--- config.mk ---
export PLATFORM = sky130hd
export DESIGN_NAME = ple_locate
export DESIGN_NICKNAME = d
export VERILOG_FILES = /design/src/ple_pkg.sv /design/src/ple_locate.sv
export SDC_FILE = /design/constraint.sdc
export NUM_CORES = 1
export LEC_CHECK = 0
export ABC_AREA = 1
export BUFFER_PORTS_ARGS = -buffer_cell sky130_fd_sc_hd__buf_4
export CAP_MARGIN = 15
export CORE_AREA = 2 2 78 80
export DETAILED_ROUTE_END_ITERATION = 7
export DIE_AREA = 0 0 80 82
export PLACE_DENSITY = 0.88
export SETUP_SLACK_MARGIN = 0.02
export SYNTH_ARGS = -nofsm -noshare
export SYNTH_HDL_FRONTEND = slang
export SYNTH_SLANG_ARGS = --single-unit
--- constraint.sdc ---
create_clock -name vclk -period 3.7
set_input_delay 0.74 -clock vclk [all_inputs]
set_output_delay 0.74 -clock vclk [all_outputs]
set_load 0.1 [all_outputs]
--- src/ple_pkg.sv ---
package ple_pkg;

  localparam int SLOTS    = 64;
  localparam int ELEM_W   = 32;
  localparam int IDX_W    = $clog2(SLOTS);
  localparam int MODE_W   = 3;
  localparam int POS_W    = 6;
  localparam int IN_VAL_W = 32;
  localparam int STAT_W   = 2;
  localparam int OUT_W    = 6;
  localparam int CMP_W    = ((IDX_W > POS_W) ? IDX_W : POS_W) + 1;

  typedef enum logic [MODE_W-1:0] {
    MODE_INSERT       = 3'd0,
    MODE_DELETE       = 3'd1,
    MODE_LOCATE_FIRST = 3'd2,
    MODE_LOCATE_LAST  = 3'd3,
    MODE_REVERSE      = 3'd4
  } mode_e;

  typedef enum logic [STAT_W-1:0] {
    STAT_OK    = 2'd0,
    STAT_FULL  = 2'd1,
    STAT_EMPTY = 2'd2,
    STAT_RANGE = 2'd3
  } status_e;

  typedef enum logic [1:0] {
    S_IDLE,
    S_LOCATE,
    S_REVERSE
  } state_e;

  typedef enum logic [2:0] {
    OP_HOLD,
    OP_INSERT,
    OP_DELETE,
    OP_SEARCH,
    OP_LOAD_TAG,
    OP_SWAP
  } cell_op_e;

  typedef struct packed {
    cell_op_e          op;
    logic [POS_W-1:0]  pos;
    logic [IDX_W-1:0]  count;
    logic              parity;
    logic [ELEM_W-1:0] value;
  } cell_ctrl_t;

endpackage

--- src/ple_locate.sv ---
module ple_locate (
  input  logic [ple_pkg::SLOTS-1:0]  match_i,
  input  logic                       last_i,
  output logic [ple_pkg::IDX_W-1:0]  pos_o
);

  logic [ple_pkg::SLOTS-1:0] fwd, rev, oh_first, oh_last;
  logic [ple_pkg::IDX_W-1:0] first_idx, last_rev_idx;
  logic [ple_pkg::IDX_W-1:0] bitpos;

  always_comb begin
    for (int i = 0; i < ple_pkg::SLOTS; i++) begin
      rev[i] = match_i[ple_pkg::SLOTS-1-i];
    end
  end

  assign fwd      = match_i;
  assign oh_first = fwd & (~fwd + ple_pkg::SLOTS'(1));
  assign oh_last  = rev & (~rev + ple_pkg::SLOTS'(1));

  always_comb begin
    first_idx    = '0;
    last_rev_idx = '0;
    for (int i = 0; i < ple_pkg::SLOTS; i++) begin
      bitpos       = ple_pkg::IDX_W'(i);
      first_idx    = first_idx | ({ple_pkg::IDX_W{oh_first[i]}} & bitpos);
      last_rev_idx = last_rev_idx | ({ple_pkg::IDX_W{oh_last[i]}} & bitpos);
    end
  end

  always_comb begin
    if (!(|match_i)) begin
      pos_o = '0;
    end else if (last_i) begin
      pos_o = ple_pkg::IDX_W'(ple_pkg::SLOTS - 1) - last_rev_idx;
    end else begin
      pos_o = first_idx;
    end
  end

endmodule

==> flow_metrics.py, run 1 <==
metrics = {
    "floorplan": {
        "std_cell_rows": 28,
        "die_x_um": 80,
        "die_y_um": 82,
        "start_util_pct": 61.2,
        "ios": 71,
    },
    "placed_design": {
        "hpwl_mm": 15.7,
        "gp_congestion": 1.54,
        "portBuffers": 71,
    },
    "outcome": {
        "status": "stopped before the end",
        "lastStage": "global routing",
        "tool.error": "[ERROR GRT-0116] Global routing finished with congestion. Check the congestion regions in the DRC Viewer.",
    },
    "global_route": {
        "grt_pass1_vias": 6225,
        "grtUsageTotal_pct": 62.3,
        "grt_max_degree": 10,
        "grt-ovfl-total": 5,
        "grt_pass1_wl_mm": 30.8,
    },
    "logic_synthesis": {
        "synth.net_count": 879,
        "synth_cells": 814,
        "ys_warn_count": 0,
        "avgSynthCellArea_um2": 4.32,
        "syn-cell-area_um2": 3520,
        "ys_seq_area_share_pct": 0,
        "synth_cell_types": 18,
    },
    "cts": {
        "cts_resized": 0,
        "cts_setup_buffers": 0,
        "postCtsHoldBufs": 0,
    },
}
-- synth_stat cells, drive strengths merged --
library cell,instances,share of area (%)
a21oi,13,2.2
nor3,9,1.3
nor2,271,33
inv,91,9.7
nand3b,14,3.0
o21ai,9,1.3
nand4,12,2.1
nand3,113,16
nand2,281,31
and3,1,0.18
-- through the flow --
stage | std cells | setup WS [ps] | area (µm²) | utilization (%)
2_1_floorplan | 814 | 280 | 3520 | -
3_3_place_gp | 961 | 210 | 4160 | 72.4
3_5_place_dp | 961 | 172 | 4160 | 72.4
4_1_cts | 961 | 162 | 4160 | 72.4
-- per-layer routing --
| metal | track usage, % | GRT overflow |
|---|---|---|
| met4 | 56.8 | 4 |
| met2 | 82.8 | 1 |
| met3 | 44.9 | 0 |
| met5 | 10.0 | 0 |
| met1 | 62.8 | 0 |
-- cell families after synthesis --
kind of cell	after synthesis	share of synthesized area (%)
AND/OR/NAND/NOR	701	86.8
buffers and inverters	91	9.71
AO/OA/AOI/OAI	22	3.45
==> run 2, diff against run 1 <==
--- a/config.mk
+++ b/config.mk
@@ -8,11 +8,10 @@
 export ABC_AREA = 1
 export BUFFER_PORTS_ARGS = -buffer_cell sky130_fd_sc_hd__buf_4
 export CAP_MARGIN = 15
-export CORE_AREA = 2 2 78 80
+export CORE_AREA = 2 2 97 99
 export DETAILED_ROUTE_END_ITERATION = 7
-export DIE_AREA = 0 0 80 82
-export PLACE_DENSITY = 0.88
-export SETUP_SLACK_MARGIN = 0.02
+export DIE_AREA = 0 0 99 101
+export PLACE_DENSITY_LB_ADDON = 0.15
 export SYNTH_ARGS = -nofsm -noshare
 export SYNTH_HDL_FRONTEND = slang
 export SYNTH_SLANG_ARGS = --single-unit
==> run 2 against run 1 <==
The flow now finishes without violations. Synthesized area stayed put. Synthesized cell count stayed put.
==> flow_metrics.py, run 2 <==
metrics = {
    "floorplan": {
        "core_um2": 8980,
        "die_x_um": 99,
        "std_cell_rows": 35,
        "dieArea_um2": 10000,
        "die_y_um": 101,
        "start_util_pct": 39.2,
        "ios": 71,
    },
    "cells_and_area": {
        "final_common_cell": "nand2_1",
        "nets": 978,
        "drive_above_1_share_pct": 17.6,
        "finalCoreUtilization_pct": 49.5,
        "seq_cells": 0,
        "layout.cells.non_filler": 1022,
        "regArea_um2": 0,
        "n_clock_buffer": 0,
        "synthToLayoutAreaGrowth_pct": 26.4,
        "final_cell_mix": "nand2_1, nor2_1, nand3_1",
        "antennaDiodeCount": 0,
    },
    "logic_synthesis": {
        "synth_top_area_share_pct": 28.8,
        "synth_cell_types": 18,
        "ys_top_cells_by_count": "nand2_1, nor2_1, nand3_1",
        "synthXorXnorAreaFrac_pct": 0,
        "synth_top_family_by_area": "simple AND/OR/NAND/NOR gates",
        "synth-simple-area-share_pct": 86.8,
        "ys_seq_area_share_pct": 0,
        "yosysTopAreaCell": "nand2_1",
        "synth_cells": 814,
        "ys_warn_count": 0,
        "avgSynthCellArea_um2": 4.32,
        "synth.net_count": 879,
        "syn-cell-area_um2": 3520,
        "synth-adder-area-share_pct": 0,
        "synth.mux.area_fraction_pct": 0,
        "yosys-top-cells-area": "nand2_1, nor2_1, nand3_1, inv_1, nor2_2",
        "synth.most_common_cell": "nand2_1",
        "synth_compound_area_share_pct": 3.45,
    },
    "sta": {
        "maxSlewHeadroom_pct": 68.9,
        "setup_violations": 0,
        "slew_violations": 0,
        "tightest_slew_ps": 464,
        "fin_ws_ps": 77.5,
        "finalCritPeriodShare_pct": 97.9,
        "rsz0062_at_grt": "false",
        "fmax_mhz": 276,
        "hold_viol": 0,
        "fin_crit_ps": 3620,
        "hold_ws_ps": 1910,
    },
    "setup_path": {
        "critPathKind": "in2out",
        "startpoint_type": "input pin",
        "end_kind": "primary output",
        "critPathMaxFanout": 4,
        "worstPathArrival_ps": 2880,
        "cp.required_ps": 2960,
    },
    "power_and_ir_drop": {
        "cellLeakagePower_uw": 0.00249,
        "powerDensity_nw_per_um2": 63.1,
        "ir_drop_v": 0.0000437,
    },
    "hold_path": {
        "hold_class": "in2out",
        "hold_start": "last_i",
        "whs_path_depth": 3,
        "min_to": "pos_o[2]",
    },
    "outcome": {
        "status": "finished clean",
    },
    "detailed_routing": {
        "postRouteAntennaNets": 0,
        "vias": 5995,
        "drt-total-wl_mm": 22.1,
        "drc_errors": 0,
        "routed_via_density": 5.87,
        "first_pass_iters": 8,
        "detail_route.iter0.violations": 838,
        "wl_per_cell_um": 21.6,
    },
    "cts": {
        "cts_setup_buffers": 0,
    },
    "global_route": {
        "grtUsageTotal_pct": 43.8,
        "antenna_found_initial": 0,
        "grt_max_degree": 9,
        "grt-ovfl-total": 0,
        "grt_pass1_vias": 5800,
        "grt_pass1_wl_mm": 33.0,
    },
    "placed_design": {
        "placed_cells": 1022,
        "place_ws_ps": 71.5,
        "gp_congestion": 1.23,
        "hpwl_mm": 19.3,
        "portBuffers": 71,
    },
    "flow_run": {
        "cap_viol_max_count": 0,
    },
}
run 2: cell counts after synthesis:
No cell type changed its count.
run 2: cell families (layout without fill, tap and decap cells):
family | count (synthesis) | in the layout
buf+inv | 91 | 188
compound gates | 22 | 22
simple gates | 701 | 701
run 2: area by class of cell:
cell class         count  area [µm²]
fillers             1113        4530
multi-input cells    723        3220
well taps            111         139
repair buffers        97         747
inverters             91         342
run 2: through the flow:
stage / total power [µW] / TNS (ps) / instance area, µm²
final: 280 / 0 / 4450
after global routing: 291 / 0 / 4450
after CTS: 266 / 0 / 4390
after detailed placement: 265 / 0 / 4390
after global placement: 269 / -17.7 / 4390
after floorplan: 113 / 0 / 3520
run 2: worst max-delay path by stage:
stage / from / end / slack [ps] / cells past startpoint
final: match_i[41] / pos_o[5] / 80 / 15
after global routing: match_i[37] / pos_o[5] / 2 / 15
after CTS: match_i[15] / pos_o[4] / 70 / 15
after detailed placement: match_i[15] / pos_o[4] / 70 / 15
after global placement: match_i[41] / pos_o[1] / -20 / 15
after floorplan: match_i[39] / pos_o[4] / 280 / 13
run 2: worst max-delay path: stages:
cell     delay [ps]
buf_4           140
nor2_1          240
nand2_1         180
nor2_2          200
nand2_1         120
nor2_1          300
nand3_1         150
nand2_1         110
inv_1            60
nand3_1         100
nor2_1           70
nand2_1          70
nand2_1          50
nor2_2          110
buf_6           230
run 2: power breakdown:
part	internal (µW)	total, µW	switching, µW
Combinational	89.5	280	191
Clock	0	0	0
Sequential	0	0	0
Total	89.5	280	191
run 2: what timing repair did:
action / 4_1_cts / 5_1_grt
gates resized for setup: 0 / 16
endpoints found under the setup margin: 0 / 6
hold buffers: 0 / 0
run 2: routing by layer:
layer  GRT usage, %  share of wire [%]  wire (µm)  up-vias
met1           53.5                 37       8240     2571
met2           65.6                 40       8800      519
li1               -                  -          -     2756
met4           34.9                 10       2310        0
met5              0                  0          0        -
met3           9.99                 13       2780      149
Power figures use the tool's default switching activity.
