--- src/ple_pkg.sv ---
package ple_pkg;

  localparam int SLOTS    = 64;
  localparam int ELEM_W   = 32;
  localparam int IDX_W    = $clog2(SLOTS);
  localparam int MODE_W   = 3;
  localparam int POS_W    = 6;
  localparam int IN_VAL_W = 32;
  localparam int STAT_W   = 2;
  localparam int OUT_W    = 6;
  localparam int CMP_W    = ((IDX_W > POS_W) ? IDX_W : POS_W) + 1;

  typedef enum logic [MODE_W-1:0] {
    MODE_INSERT       = 3'd0,
    MODE_DELETE       = 3'd1,
    MODE_LOCATE_FIRST = 3'd2,
    MODE_LOCATE_LAST  = 3'd3,
    MODE_REVERSE      = 3'd4
  } mode_e;

  typedef enum logic [STAT_W-1:0] {
    STAT_OK    = 2'd0,
    STAT_FULL  = 2'd1,
    STAT_EMPTY = 2'd2,
    STAT_RANGE = 2'd3
  } status_e;

  typedef enum logic [1:0] {
    S_IDLE,
    S_LOCATE,
    S_REVERSE
  } state_e;

  typedef enum logic [2:0] {
    OP_HOLD,
    OP_INSERT,
    OP_DELETE,
    OP_SEARCH,
    OP_LOAD_TAG,
    OP_SWAP
  } cell_op_e;

  typedef struct packed {
    cell_op_e          op;
    logic [POS_W-1:0]  pos;
    logic [IDX_W-1:0]  count;
    logic              parity;
    logic [ELEM_W-1:0] value;
  } cell_ctrl_t;

endpackage

--- src/ple_cell.sv ---
module ple_cell (
  input  logic                           clk_i,
  input  logic [ple_pkg::IDX_W-1:0]      idx_i,
  input  ple_pkg::cell_ctrl_t            ctrl_i,
  input  logic [ple_pkg::ELEM_W-1:0]     left_val_i,
  input  logic [ple_pkg::IDX_W-1:0]      left_tag_i,
  input  logic [ple_pkg::ELEM_W-1:0]     right_val_i,
  input  logic [ple_pkg::IDX_W-1:0]      right_tag_i,
  output logic [ple_pkg::ELEM_W-1:0]     val_o,
  output logic [ple_pkg::IDX_W-1:0]      tag_o,
  output logic                           match_o
);

  logic [ple_pkg::ELEM_W-1:0] val_q, val_d;
  logic [ple_pkg::IDX_W-1:0]  tag_q, tag_d;
  logic                       match_q, match_d;
  logic [ple_pkg::CMP_W-1:0]  idx_x, pos_x, cnt_x;
  logic                       pair_left;

  assign idx_x     = ple_pkg::CMP_W'(idx_i);
  assign pos_x     = ple_pkg::CMP_W'(ctrl_i.pos);
  assign cnt_x     = ple_pkg::CMP_W'(ctrl_i.count);
  // pairs (i, i+1) start on odd i in even rounds, on even i in odd rounds
  assign pair_left = (idx_i[0] != ctrl_i.parity);

  always_comb begin
    val_d   = val_q;
    tag_d   = tag_q;
    match_d = match_q;
    case (ctrl_i.op)
      ple_pkg::OP_INSERT: begin
        if (idx_x == pos_x) begin
          val_d = ctrl_i.value;
        end else if (idx_x > pos_x && idx_x <= cnt_x + ple_pkg::CMP_W'(1)) begin
          val_d = left_val_i;
        end
      end
      ple_pkg::OP_DELETE: begin
        if (idx_x >= pos_x && idx_x < cnt_x) begin
          val_d = right_val_i;
        end
      end
      ple_pkg::OP_SEARCH: begin
        match_d = (val_q == ctrl_i.value) && (idx_x <= cnt_x);
      end
      ple_pkg::OP_LOAD_TAG: begin
        tag_d = idx_i;
      end
      ple_pkg::OP_SWAP: begin
        if (pair_left) begin
          if (idx_x + ple_pkg::CMP_W'(1) <= cnt_x && tag_q < right_tag_i) begin
            val_d = right_val_i;
            tag_d = right_tag_i;
          end
        end else begin
          if (idx_x <= cnt_x && left_tag_i < tag_q) begin
            val_d = left_val_i;
            tag_d = left_tag_i;
          end
        end
      end
      default: ;
    endcase
  end

  always_ff @(posedge clk_i) begin
    val_q   <= val_d;
    tag_q   <= tag_d;
    match_q <= match_d;
  end

  assign val_o   = val_q;
  assign tag_o   = tag_q;
  assign match_o = match_q;

endmodule

--- config.mk ---
export PLATFORM = sky130hd
export DESIGN_NAME = ple_cell
export DESIGN_NICKNAME = d
export VERILOG_FILES = /design/src/ple_pkg.sv /design/src/ple_cell.sv
export SDC_FILE = /design/constraint.sdc
export NUM_CORES = 1
export LEC_CHECK = 0
export ABC_AREA = 1
export BUFFER_PORTS_ARGS = -buffer_cell sky130_fd_sc_hd__buf_2
export CORE_UTILIZATION = 38
export CTS_BUF_LIST = sky130_fd_sc_hd__clkbuf_2 sky130_fd_sc_hd__clkbuf_4 sky130_fd_sc_hd__clkbuf_8
export CTS_CLUSTER_DIAMETER = 40
export DETAILED_ROUTE_END_ITERATION = 16
export PLACE_DENSITY_LB_ADDON = 0.15
export SKIP_LAST_GASP = 1
export SYNTH_ARGS = -nofsm -noshare
export SYNTH_HDL_FRONTEND = slang
export SYNTH_SLANG_ARGS = --single-unit
--- constraint.sdc ---
create_clock -name clk_i -period 3.7 [get_ports clk_i]
set_input_delay 0.555 -clock clk_i [delete_from_list [all_inputs] [get_ports clk_i]]
set_output_delay 0.555 -clock clk_i [all_outputs]
set_load 0.01 [all_outputs]
==> impl_metrics.py, run 1 <==
metrics = {
    "synthesis": {
        "synth_top_area_cell": "sky130_fd_sc_hd__edfxtp_1",
        "netlist_area_sq_um": 3796,
        "synth.yosys.seq_area_share_pct": 30.85,
        "postSynthAreaPerCell_sq_um": 7.458,
        "synthCells": 509,
        "postSynthNetCount": 676,
        "synth_seq_cells": 39,
        "yosys.area.top_type_share_pct": 30.85,
        "synthTopCellsByArea": "sky130_fd_sc_hd__edfxtp_1 31%, sky130_fd_sc_hd__nand2_1 14%, sky130_fd_sc_hd__ha_1 12%",
        "synth_cell_type_count": 30,
        "ys.warnings.count": 0,
    },
    "cells_and_area": {
        "postLayoutCellArea_sq_um": 4815,
        "synthToLayoutAreaGrowth_pct": 26.83,
        "antennaDiodeCount": 0,
        "layout_common_cells": "169 x sky130_fd_sc_hd__buf_2, 140 x sky130_fd_sc_hd__nand2_1, 60 x sky130_fd_sc_hd__inv_1",
        "num-nets-final": 839,
        "drive_gt1_share_pct": 28.83,
        "num-fill-cells": 991,
        "leading_cell_type_in_the_layout_fill_and_taps_excluded": "sky130_fd_sc_hd__buf_2",
    },
    "pwr": {
        "fin_total_pwr_mw": 1.249,
        "relative_contribution_of_sequential_cells_to_total_power_pct": 44.0,
        "pwr-share-clk_pct": 23.0,
        "sw_frac_of_total_pct": 31.43,
        "total_switching_power_uw": 392.6,
        "power-per-cell-area_nw_per_um2": 259.5,
        "max-vdd-ir-drop_v": 0.0001273,
        "internal_power_uw": 856.7,
        "combinational_share_of_power_pct": 33.0,
        "p_leak_nw": 2.340,
    },
    "clock_tree": {
        "cts_htree_levels": 2,
        "post_cts_hold_buffer_count": 0,
        "clk_pin_slew_ps": 70,
        "cts.repair.resized": 0,
        "clock_sinks": 39,
        "worst_skew_pair.late_latency_ps": 280,
        "clockRootBuffer": "sky130_fd_sc_hd__clkbuf_8",
        "number_of_buffers_created_by_cts": 5,
        "cts_tree": "yes",
        "post_cts.repair.setup_buffers": 0,
        "clock_tree.buffer_depth": 2,
    },
    "die": {
        "rows": 36,
        "core-area_sq_um": 9729,
        "die_area_sq_um": 10390,
        "top_level_ports": 170,
        "start_util_pct": 39.02,
        "die-height_um": 102.0,
        "die-width_um": 102.0,
    },
    "setup_path": {
        "setup.reg_to_reg.worst_slack_ps": 1430,
        "reg2reg_from": "tag_o[5]",
        "reg2reg_to": "val_o[29]",
        "critical_path.startpoint": "ctrl_i[35]",
        "critical_path.endpoint": "val_o[29]",
        "ff2ff_path_depth": 10,
        "worst_setup_path_start_kind": "primary input",
        "crit_fanout": 32,
        "critical_path_arrival_ps": 2700,
        "critical_path_class": "in2reg",
        "worstPathRequired_ps": 3630,
        "worst_setup_path_end_kind": "flip-flop",
    },
    "grt": {
        "grt_start_max_net_pins": 41,
        "grt.total_usage_pct": 21.69,
        "grt_pass1_wl_um": 17550,
        "total_overflow_reported_by_the_global_router": 0,
        "grt_pass1_vias": 3723,
        "grt_antenna_before_repair": 0,
    },
    "detailed_routing": {
        "ant_nets": 0,
        "drt_iter0_drc": 163,
        "drt_pre_antenna_iters": 4,
        "avgRoutedWirePerCell_um": 13.87,
        "routed_via_density": 4.927,
        "vias": 3971,
        "drcViolationCount": 0,
        "route.final.wire_length_um": 11180,
    },
    "timing": {
        "drv_slew": 0,
        "timing_hold_violations_final": 0,
        "worst_hold_slack_ps": 568.4,
        "clock_skew_ps": 6.496,
        "achievable-frequency_ghz": 0.3612,
        "maxSlewHeadroom_pct": 52.20,
        "post-route-min-period_ps": 2768,
        "worst-slew-pin-transition_ps": 715.3,
        "total_setup_violations_reported_at_the_end_of_the_flow": 0,
        "unrepaired_setup_endpoints_after_global_routing": "no",
        "tns_ps": 0,
        "final.period_utilization_pct": 74.82,
    },
    "placement": {
        "dp_hpwl_um": 8737,
        "buffer_ports.inserted": 169,
        "gp_congestion": 0.8072,
        "placed_cell_area_sq_um": 4726,
    },
    "min_path": {
        "hp-class": "in2reg",
    },
    "flow_run": {
        "cap_violations": 0,
    },
    "outcome": {
        "outcome": "finished, final reports clean",
    },
}
==> Yosys cell counts <==
| cell type | number |
|---|---|
| sky130_fd_sc_hd__xnor2_1 | 23 |
| sky130_fd_sc_hd__nand3_4 | 1 |
| sky130_fd_sc_hd__o21ai_1 | 4 |
| sky130_fd_sc_hd__buf_6 | 2 |
| sky130_fd_sc_hd__o221ai_1 | 3 |
| sky130_fd_sc_hd__nor3_1 | 5 |
| sky130_fd_sc_hd__xor2_1 | 12 |
| sky130_fd_sc_hd__nor2_4 | 1 |
| sky130_fd_sc_hd__nand3_2 | 1 |
| sky130_fd_sc_hd__edfxtp_1 | 39 |
| sky130_fd_sc_hd__nand2_1 | 140 |
| sky130_fd_sc_hd__nand2_2 | 2 |
| sky130_fd_sc_hd__a21o_1 | 1 |
| sky130_fd_sc_hd__nor2_1 | 56 |
| sky130_fd_sc_hd__clkbuf_1 | 2 |
| sky130_fd_sc_hd__inv_2 | 5 |
| sky130_fd_sc_hd__nand3_1 | 22 |
| sky130_fd_sc_hd__buf_2 | 3 |
| sky130_fd_sc_hd__nand2_4 | 1 |
| sky130_fd_sc_hd__inv_1 | 60 |
| sky130_fd_sc_hd__nand3b_1 | 1 |
| sky130_fd_sc_hd__or2_2 | 1 |
| sky130_fd_sc_hd__a21oi_1 | 10 |
| sky130_fd_sc_hd__buf_4 | 9 |
| sky130_fd_sc_hd__or2_1 | 1 |
| sky130_fd_sc_hd__o211ai_1 | 36 |
| sky130_fd_sc_hd__nor2_8 | 1 |
| sky130_fd_sc_hd__nand4_1 | 7 |
| sky130_fd_sc_hd__ha_1 | 36 |
| sky130_fd_sc_hd__o21ai_0 | 24 |
==> per-layer routing <==
metal  global-route usage (%)  share of wire, %
met5                        0                 0
met4                    5.934               1.6
met3                    3.967               6.4
met2                    37.32                46
met1                    27.94                46
==> layout make-up <==
class	instances	area [sq um]	area share (%)
tap	133	166.4	3.456
clock inverter	1	5.005	0.1040
clock buffer	7	83.83	1.741
sequential	39	1171	24.32
inverter	65	244.0	5.068
timing repair buffer	172	868.3	18.04
multi-input combinational	389	2276	47.27
==> flip-flops by register name, summed over array words and instances, names as in the netlist <==
register	flops
tag_o	6
val_o	32
match_o	1
==> worst min-delay path by stage <==
stage	slack, ps	to	cells after the start	start
6_report	570	val_o[19]	3	right_val_i[19]
3_5_place_dp	790	match_o	5	val_o[9]
4_1_cts	560	val_o[19]	3	right_val_i[19]
3_3_place_gp	790	match_o	5	val_o[9]
5_1_grt	570	val_o[18]	3	right_val_i[18]
2_1_floorplan	750	tag_o[0]	2	left_tag_i[0]
==> cell families (layout without fill, tap and decap cells) <==
logic type	count (synthesis)	after routing	share of synthesized area, %
simple gates	240	240	26.80
buf+inv	81	245	9.393
compound gates	78	78	13.02
flops	39	39	30.85
fa+ha+maj	36	36	11.87
xor+xnor	35	35	8.075
==> per-stage QoR <==
stage                     std cells  setup WS (ps)  utilization [%]
after floorplan                 509          32.16                -
after global placement          798          699.1            48.57
after detailed placement        798          642.7            48.57
after CTS                       806          948.4            49.49
after global routing            806          662.5            49.49
final                           806          931.7            49.49
==> critical path, stage by stage <==
cell and delay, ps:
sky130_fd_sc_hd__buf_2 120, sky130_fd_sc_hd__inv_1 80, sky130_fd_sc_hd__nor3_1 280, sky130_fd_sc_hd__nand3_1 150, sky130_fd_sc_hd__xor2_1 170, sky130_fd_sc_hd__ha_1 300
sky130_fd_sc_hd__inv_1 50, sky130_fd_sc_hd__nor2_1 120, sky130_fd_sc_hd__nand2_1 70, sky130_fd_sc_hd__nand2_1 60, sky130_fd_sc_hd__nor2_1 40, sky130_fd_sc_hd__nand2_1 50
sky130_fd_sc_hd__nand2_1 50, sky130_fd_sc_hd__nand2_1 50, sky130_fd_sc_hd__nand2_1 80, sky130_fd_sc_hd__nor2_4 100, sky130_fd_sc_hd__buf_4 380
==> power by group through the flow <==
| stage | combinational [mW] | clock (mW) | sequential [mW] |
|---|---|---|---|
| 6_report | 0.413 | 0.287 | 0.549 |
| 5_1_grt | 0.469 | 0.317 | 0.552 |
| 4_1_cts | 0.417 | 0.298 | 0.549 |
| 3_5_place_dp | 0.416 | 0 | 0.559 |
| 3_3_place_gp | 0.405 | 0 | 0.558 |
| 2_1_floorplan | 0.225 | 0 | 0.571 |
(Power assumes the default switching activity.)
==> inputs of run 2 (changes only) <==
Clock period 3.7 ns to 2.7 ns, I/O delays scaled along.
==> impl_metrics.py, run 2 (synthesized netlist as in run 1, its figures left out) <==
metrics = {
    "setup_path": {
        "critical_path_arrival_ps": 2320,
        "critical_path_class": "in2reg",
        "ff2ff_path_depth": 10,
        "worstPathRequired_ps": 2690,
        "worst_setup_path_start_kind": "primary input",
        "crit_fanout": 32,
        "worst_setup_path_end_kind": "flip-flop",
    },
    "clock_tree": {
        "post_cts.repair.setup_buffers": 0,
        "clockRootBuffer": "sky130_fd_sc_hd__clkbuf_8",
        "post_cts_hold_buffer_count": 0,
        "cts_tree": "yes",
        "clock_sinks": 39,
        "number_of_buffers_created_by_cts": 5,
        "cts_htree_levels": 2,
        "cts.repair.resized": 0,
        "worst_skew_pair.late_latency_ps": 290,
        "clk_pin_slew_ps": 80,
        "clock_tree.buffer_depth": 2,
    },
    "pwr": {
        "max-vdd-ir-drop_v": 0.0001902,
        "sw_frac_of_total_pct": 32.42,
        "fin_total_pwr_mw": 1.732,
        "p_leak_nw": 2.367,
        "internal_power_mw": 1.170,
        "power-per-cell-area_nw_per_um2": 355.1,
        "relative_contribution_of_sequential_cells_to_total_power_pct": 43.4,
        "total_switching_power_uw": 561.4,
        "combinational_share_of_power_pct": 33.0,
        "pwr-share-clk_pct": 23.6,
    },
    "grt": {
        "grt_antenna_before_repair": 0,
        "grt_start_max_net_pins": 33,
        "grt_pass1_vias": 3646,
        "grt.total_usage_pct": 21.50,
        "grt_pass1_wl_um": 17370,
        "total_overflow_reported_by_the_global_router": 0,
    },
    "cells_and_area": {
        "layout_common_cells": "169 x sky130_fd_sc_hd__buf_2, 140 x sky130_fd_sc_hd__nand2_1, 60 x sky130_fd_sc_hd__inv_1",
        "drive_gt1_share_pct": 29.35,
        "num-nets-final": 844,
        "synthToLayoutAreaGrowth_pct": 28.48,
        "antennaDiodeCount": 0,
        "postLayoutCellArea_sq_um": 4877,
        "postLayoutCoreUtil_pct": 50.13,
        "largest_register_ffs": 32,
        "leading_cell_type_in_the_layout_fill_and_taps_excluded": "sky130_fd_sc_hd__buf_2",
    },
    "die": {
        "rows": 36,
        "die-height_um": 102.0,
        "die-width_um": 102.0,
        "top_level_ports": 170,
        "core-area_sq_um": 9729,
        "start_util_pct": 39.02,
        "die_area_sq_um": 10390,
    },
    "timing": {
        "tns_ps": 0,
        "final.period_utilization_pct": 86.41,
        "post-route-min-period_ps": 2333,
        "clock_skew_ps": 5.014,
        "worst-slew-pin-transition_ps": 737.3,
        "total_setup_violations_reported_at_the_end_of_the_flow": 0,
        "unrepaired_setup_endpoints_after_global_routing": "no",
        "maxSlewHeadroom_pct": 50.73,
        "drv_slew": 0,
        "achievable-frequency_ghz": 0.4286,
        "timing_hold_violations_final": 0,
    },
    "min_path": {
        "worstHoldPathCells": 3,
        "hp-class": "in2reg",
    },
    "detailed_routing": {
        "routed_via_density": 4.806,
        "drt_pre_antenna_iters": 4,
        "drt_iter0_drc": 137,
        "vias": 3898,
        "ant_nets": 0,
        "route.final.wire_length_um": 11200,
        "drcViolationCount": 0,
        "avgRoutedWirePerCell_um": 13.81,
    },
    "placement": {
        "buffer_ports.inserted": 169,
        "dp_hpwl_um": 8820,
        "placed_cell_area_sq_um": 4788,
        "gp_congestion": 0.8108,
    },
    "outcome": {
        "outcome": "finished, final reports clean",
    },
    "flow_run": {
        "cap_violations": 0,
    },
}
run 2: cell count changes in the layout (fill, tap and decap cells not counted), sizes merged:
cell      change
buf           +5
clkinvlp      +1
clkbuf        -1
run 2: critical path: stages:
cell and delay, ps:
sky130_fd_sc_hd__buf_2 120, sky130_fd_sc_hd__inv_1 80, sky130_fd_sc_hd__nor3_1 230, sky130_fd_sc_hd__nand3_1 130
sky130_fd_sc_hd__xor2_1 160, sky130_fd_sc_hd__ha_1 280, sky130_fd_sc_hd__inv_1 40, sky130_fd_sc_hd__nor2_1 120
sky130_fd_sc_hd__nand2_1 70, sky130_fd_sc_hd__nand2_1 60, sky130_fd_sc_hd__nor2_1 40, sky130_fd_sc_hd__nand2_1 50
sky130_fd_sc_hd__nand2_1 40, sky130_fd_sc_hd__nand2_1 50, sky130_fd_sc_hd__nand2_1 80, sky130_fd_sc_hd__nor2_4 130
sky130_fd_sc_hd__buf_12 210
run 2: final timing paths:
path                  startpoint   endpoint  slack, ps
hold reg to reg         val_o[9]    match_o        810
setup / recovery      ctrl_i[35]  val_o[12]        370
setup reg to reg        tag_o[5]  val_o[12]        660
hold / removal    right_val_i[2]   val_o[2]        410
run 2: layer usage:
layer / track usage (%) / share of wire [%]
met1: 29.26 / 45
met2: 35.65 / 47
met3: 3.830 / 6.6
met4: 4.835 / 1.3
met5: 0 / 0
run 2: through the flow:
stage          worst slack, ps  hold slack [ps]  std cells
3_5_place_dp             52.41            707.8        803
6_report                 366.8            407.8        811
3_3_place_gp             78.60            700.7        803
4_1_cts                  360.0            406.2        811
2_1_floorplan            27.06            603.6        509
5_1_grt                  85.81            415.8        811
run 2: layout make-up:
class | instances | area, sq um
Clock buffer | 6 | 76.32
Clock inverter | 2 | 12.51
Fill cell | 1004 | 4852
Inverter | 65 | 244.0
Multi-Input combinational cell | 389 | 2276
Sequential cell | 39 | 1171
Tap cell | 133 | 166.4
Timing Repair Buffer | 177 | 930.9
run 2: power by group through the flow:
stage	sequential, mW	clock (mW)	combinational, mW
6_report	0.752	0.409	0.572
3_5_place_dp	0.765	0	0.575
5_1_grt	0.757	0.440	0.649
2_1_floorplan	0.782	0	0.310
4_1_cts	0.752	0.416	0.577
3_3_place_gp	0.765	0	0.563
==> inputs of run 3 (changes only) <==
--- a/constraint.sdc
+++ b/constraint.sdc
@@ -3,2 +3,2 @@
 set_output_delay 0.405 -clock clk_i [all_outputs]
-set_load 0.01 [all_outputs]
+set_load 0.1 [all_outputs]
==> impl_metrics.py, run 3 (synthesized netlist as in run 1, its figures left out) <==
metrics = {
    "outcome": {
        "outcome": "finished, final reports clean",
    },
    "die": {
        "die_area_sq_um": 10390,
        "core-area_sq_um": 9729,
        "rows": 36,
        "start_util_pct": 39.02,
        "die-height_um": 102.0,
        "top_level_ports": 170,
        "die-width_um": 102.0,
    },
    "timing": {
        "timing_hold_violations_final": 0,
        "clock_skew_ps": 9.361,
        "worst-slew-pin-transition_ps": 751.3,
        "total_setup_violations_reported_at_the_end_of_the_flow": 0,
        "post-route-min-period_ps": 2373,
        "achievable-frequency_ghz": 0.4214,
        "final.period_utilization_pct": 87.90,
        "drv_slew": 0,
        "setup_ws_ps": 326.8,
        "unrepaired_setup_endpoints_after_global_routing": "no",
        "maxSlewHeadroom_pct": 49.79,
    },
    "placement": {
        "gp_congestion": 0.7887,
        "placed_cell_area_sq_um": 4820,
        "place_ws_ps": 58.47,
        "buffer_ports.inserted": 169,
        "dp_hpwl_um": 9155,
    },
    "setup_path": {
        "worst_setup_path_end_kind": "flip-flop",
        "worstPathRequired_ps": 2690,
        "critical_path_arrival_ps": 2370,
        "worst_setup_path_start_kind": "primary input",
        "critical_path_class": "in2reg",
        "crit_fanout": 32,
    },
    "clock_tree": {
        "clock_sinks": 39,
        "clockRootBuffer": "sky130_fd_sc_hd__clkbuf_8",
        "worst_skew_pair.late_latency_ps": 290,
        "cts_htree_levels": 2,
        "clock_tree.buffer_depth": 2,
        "number_of_buffers_created_by_cts": 5,
        "cts_tree": "yes",
        "clk_pin_slew_ps": 90,
        "post_cts_hold_buffer_count": 0,
        "post_cts.repair.setup_buffers": 0,
        "cts.repair.resized": 0,
    },
    "detailed_routing": {
        "routed_via_density": 4.901,
        "wl_met2_um": 5283,
        "ant_nets": 0,
        "drt_iter0_drc": 146,
        "avgRoutedWirePerCell_um": 14.09,
        "route.layer.met1.wl_um": 5146,
        "drcViolationCount": 0,
        "route.final.wire_length_um": 11430,
        "met3_wirelength_um": 876,
        "vias": 3975,
        "highest-signal-layer": "met4",
        "drt_pre_antenna_iters": 5,
    },
    "cells_and_area": {
        "multiInputGateArea_sq_um": 2307,
        "leading_cell_type_in_the_layout_fill_and_taps_excluded": "sky130_fd_sc_hd__buf_2",
        "layout_common_cells": "169 x sky130_fd_sc_hd__buf_2, 139 x sky130_fd_sc_hd__nand2_1, 59 x sky130_fd_sc_hd__inv_1",
        "synthToLayoutAreaGrowth_pct": 29.93,
        "register_area_sq_um": 1171,
        "postLayoutCellArea_sq_um": 4932,
        "num-nets-final": 844,
        "largest_register_ffs": 32,
        "antennaDiodeCount": 0,
        "num-fill-cells": 1021,
        "drive_gt1_share_pct": 30.09,
    },
    "grt": {
        "grt.total_usage_pct": 21.79,
        "grt_pass1_vias": 3647,
        "grt_pass1_wl_um": 17620,
        "grt_antenna_before_repair": 0,
        "grt_start_max_net_pins": 33,
        "total_overflow_reported_by_the_global_router": 0,
    },
    "min_path": {
        "hp-class": "in2reg",
    },
    "pwr": {
        "power-per-cell-area_nw_per_um2": 421.4,
        "max-vdd-ir-drop_v": 0.0002106,
        "p_leak_nw": 2.381,
    },
    "flow_run": {
        "cap_violations": 0,
    },
}
run 3: cell count changes in the layout (fill, tap and decap cells not counted):
cell                         delta
sky130_fd_sc_hd__bufinv_16      +1
sky130_fd_sc_hd__clkbuf_4       -1
sky130_fd_sc_hd__ha_4           +2
sky130_fd_sc_hd__inv_2          +1
sky130_fd_sc_hd__clkinvlp_4     -1
sky130_fd_sc_hd__a21oi_1        -1
sky130_fd_sc_hd__a21oi_2        +1
sky130_fd_sc_hd__nand2_1        -1
sky130_fd_sc_hd__nand2_2        +1
sky130_fd_sc_hd__inv_1          -1
sky130_fd_sc_hd__clkinv_4       +1
sky130_fd_sc_hd__ha_1           -2
run 3: worst max-delay path, stage by stage:
cell and delay (ps):
sky130_fd_sc_hd__buf_2 120, sky130_fd_sc_hd__inv_1 80, sky130_fd_sc_hd__nor3_1 250, sky130_fd_sc_hd__nand3_1 130, sky130_fd_sc_hd__xor2_1 160, sky130_fd_sc_hd__ha_1 290, sky130_fd_sc_hd__inv_1 40, sky130_fd_sc_hd__nor2_1 130
sky130_fd_sc_hd__nand2_1 70, sky130_fd_sc_hd__nand2_1 60, sky130_fd_sc_hd__nor2_1 40, sky130_fd_sc_hd__nand2_1 50, sky130_fd_sc_hd__nand2_1 50, sky130_fd_sc_hd__nand2_1 50, sky130_fd_sc_hd__nand2_1 90, sky130_fd_sc_hd__nor2_4 110
sky130_fd_sc_hd__buf_12 210
run 3: through the flow:
step / total power, mW / std cells / util [%] / hold WS [ps] / setup TNS [ps]
after global routing: 2.196 / 811 / 50.69 / 413.9 / 0
final: 2.078 / 811 / 50.69 / 411.3 / 0
after global placement: 1.591 / 803 / 49.54 / 703.8 / 0
after detailed placement: 1.606 / 803 / 49.54 / 707.5 / 0
after CTS: 2.099 / 811 / 50.69 / 400.9 / 0
after floorplan: 1.351 / 509 / - / 603.6 / -909.7
run 3: worst paths after layout:
path	from	end	slack (ps)	cells past startpoint
setup / recovery	ctrl_i[35]	val_o[1]	330	17
hold / removal	right_val_i[15]	val_o[15]	410	3
hold reg to reg	val_o[24]	match_o	810	5
setup reg to reg	tag_o[3]	val_o[1]	680	11
run 3: cell type report:
cell class / instances / area share (%)
multi-input combinational: 389 / 46.78
sequential: 39 / 23.74
timing repair buffer: 177 / 18.87
inverter: 65 / 4.947
tap: 133 / 3.374
clock buffer: 5 / 1.395
clock inverter: 3 / 0.8879
run 3: where the power goes:
part	switching [mW]	leakage (nW)	total [mW]	internal, mW
logic	0.578	1.96	0.836	0.258
registers	0.0280	0.365	0.753	0.725
clock network	0.214	0.0581	0.489	0.275
total	0.820	2.38	2.08	1.26
run 3: per-layer routing:
metal  vias up  global-route usage, %
li1       2023                      -
met1      1792                  28.67
met2       148                  36.75
met3        12                  4.720
met4         0                  4.835
met5         -                      0
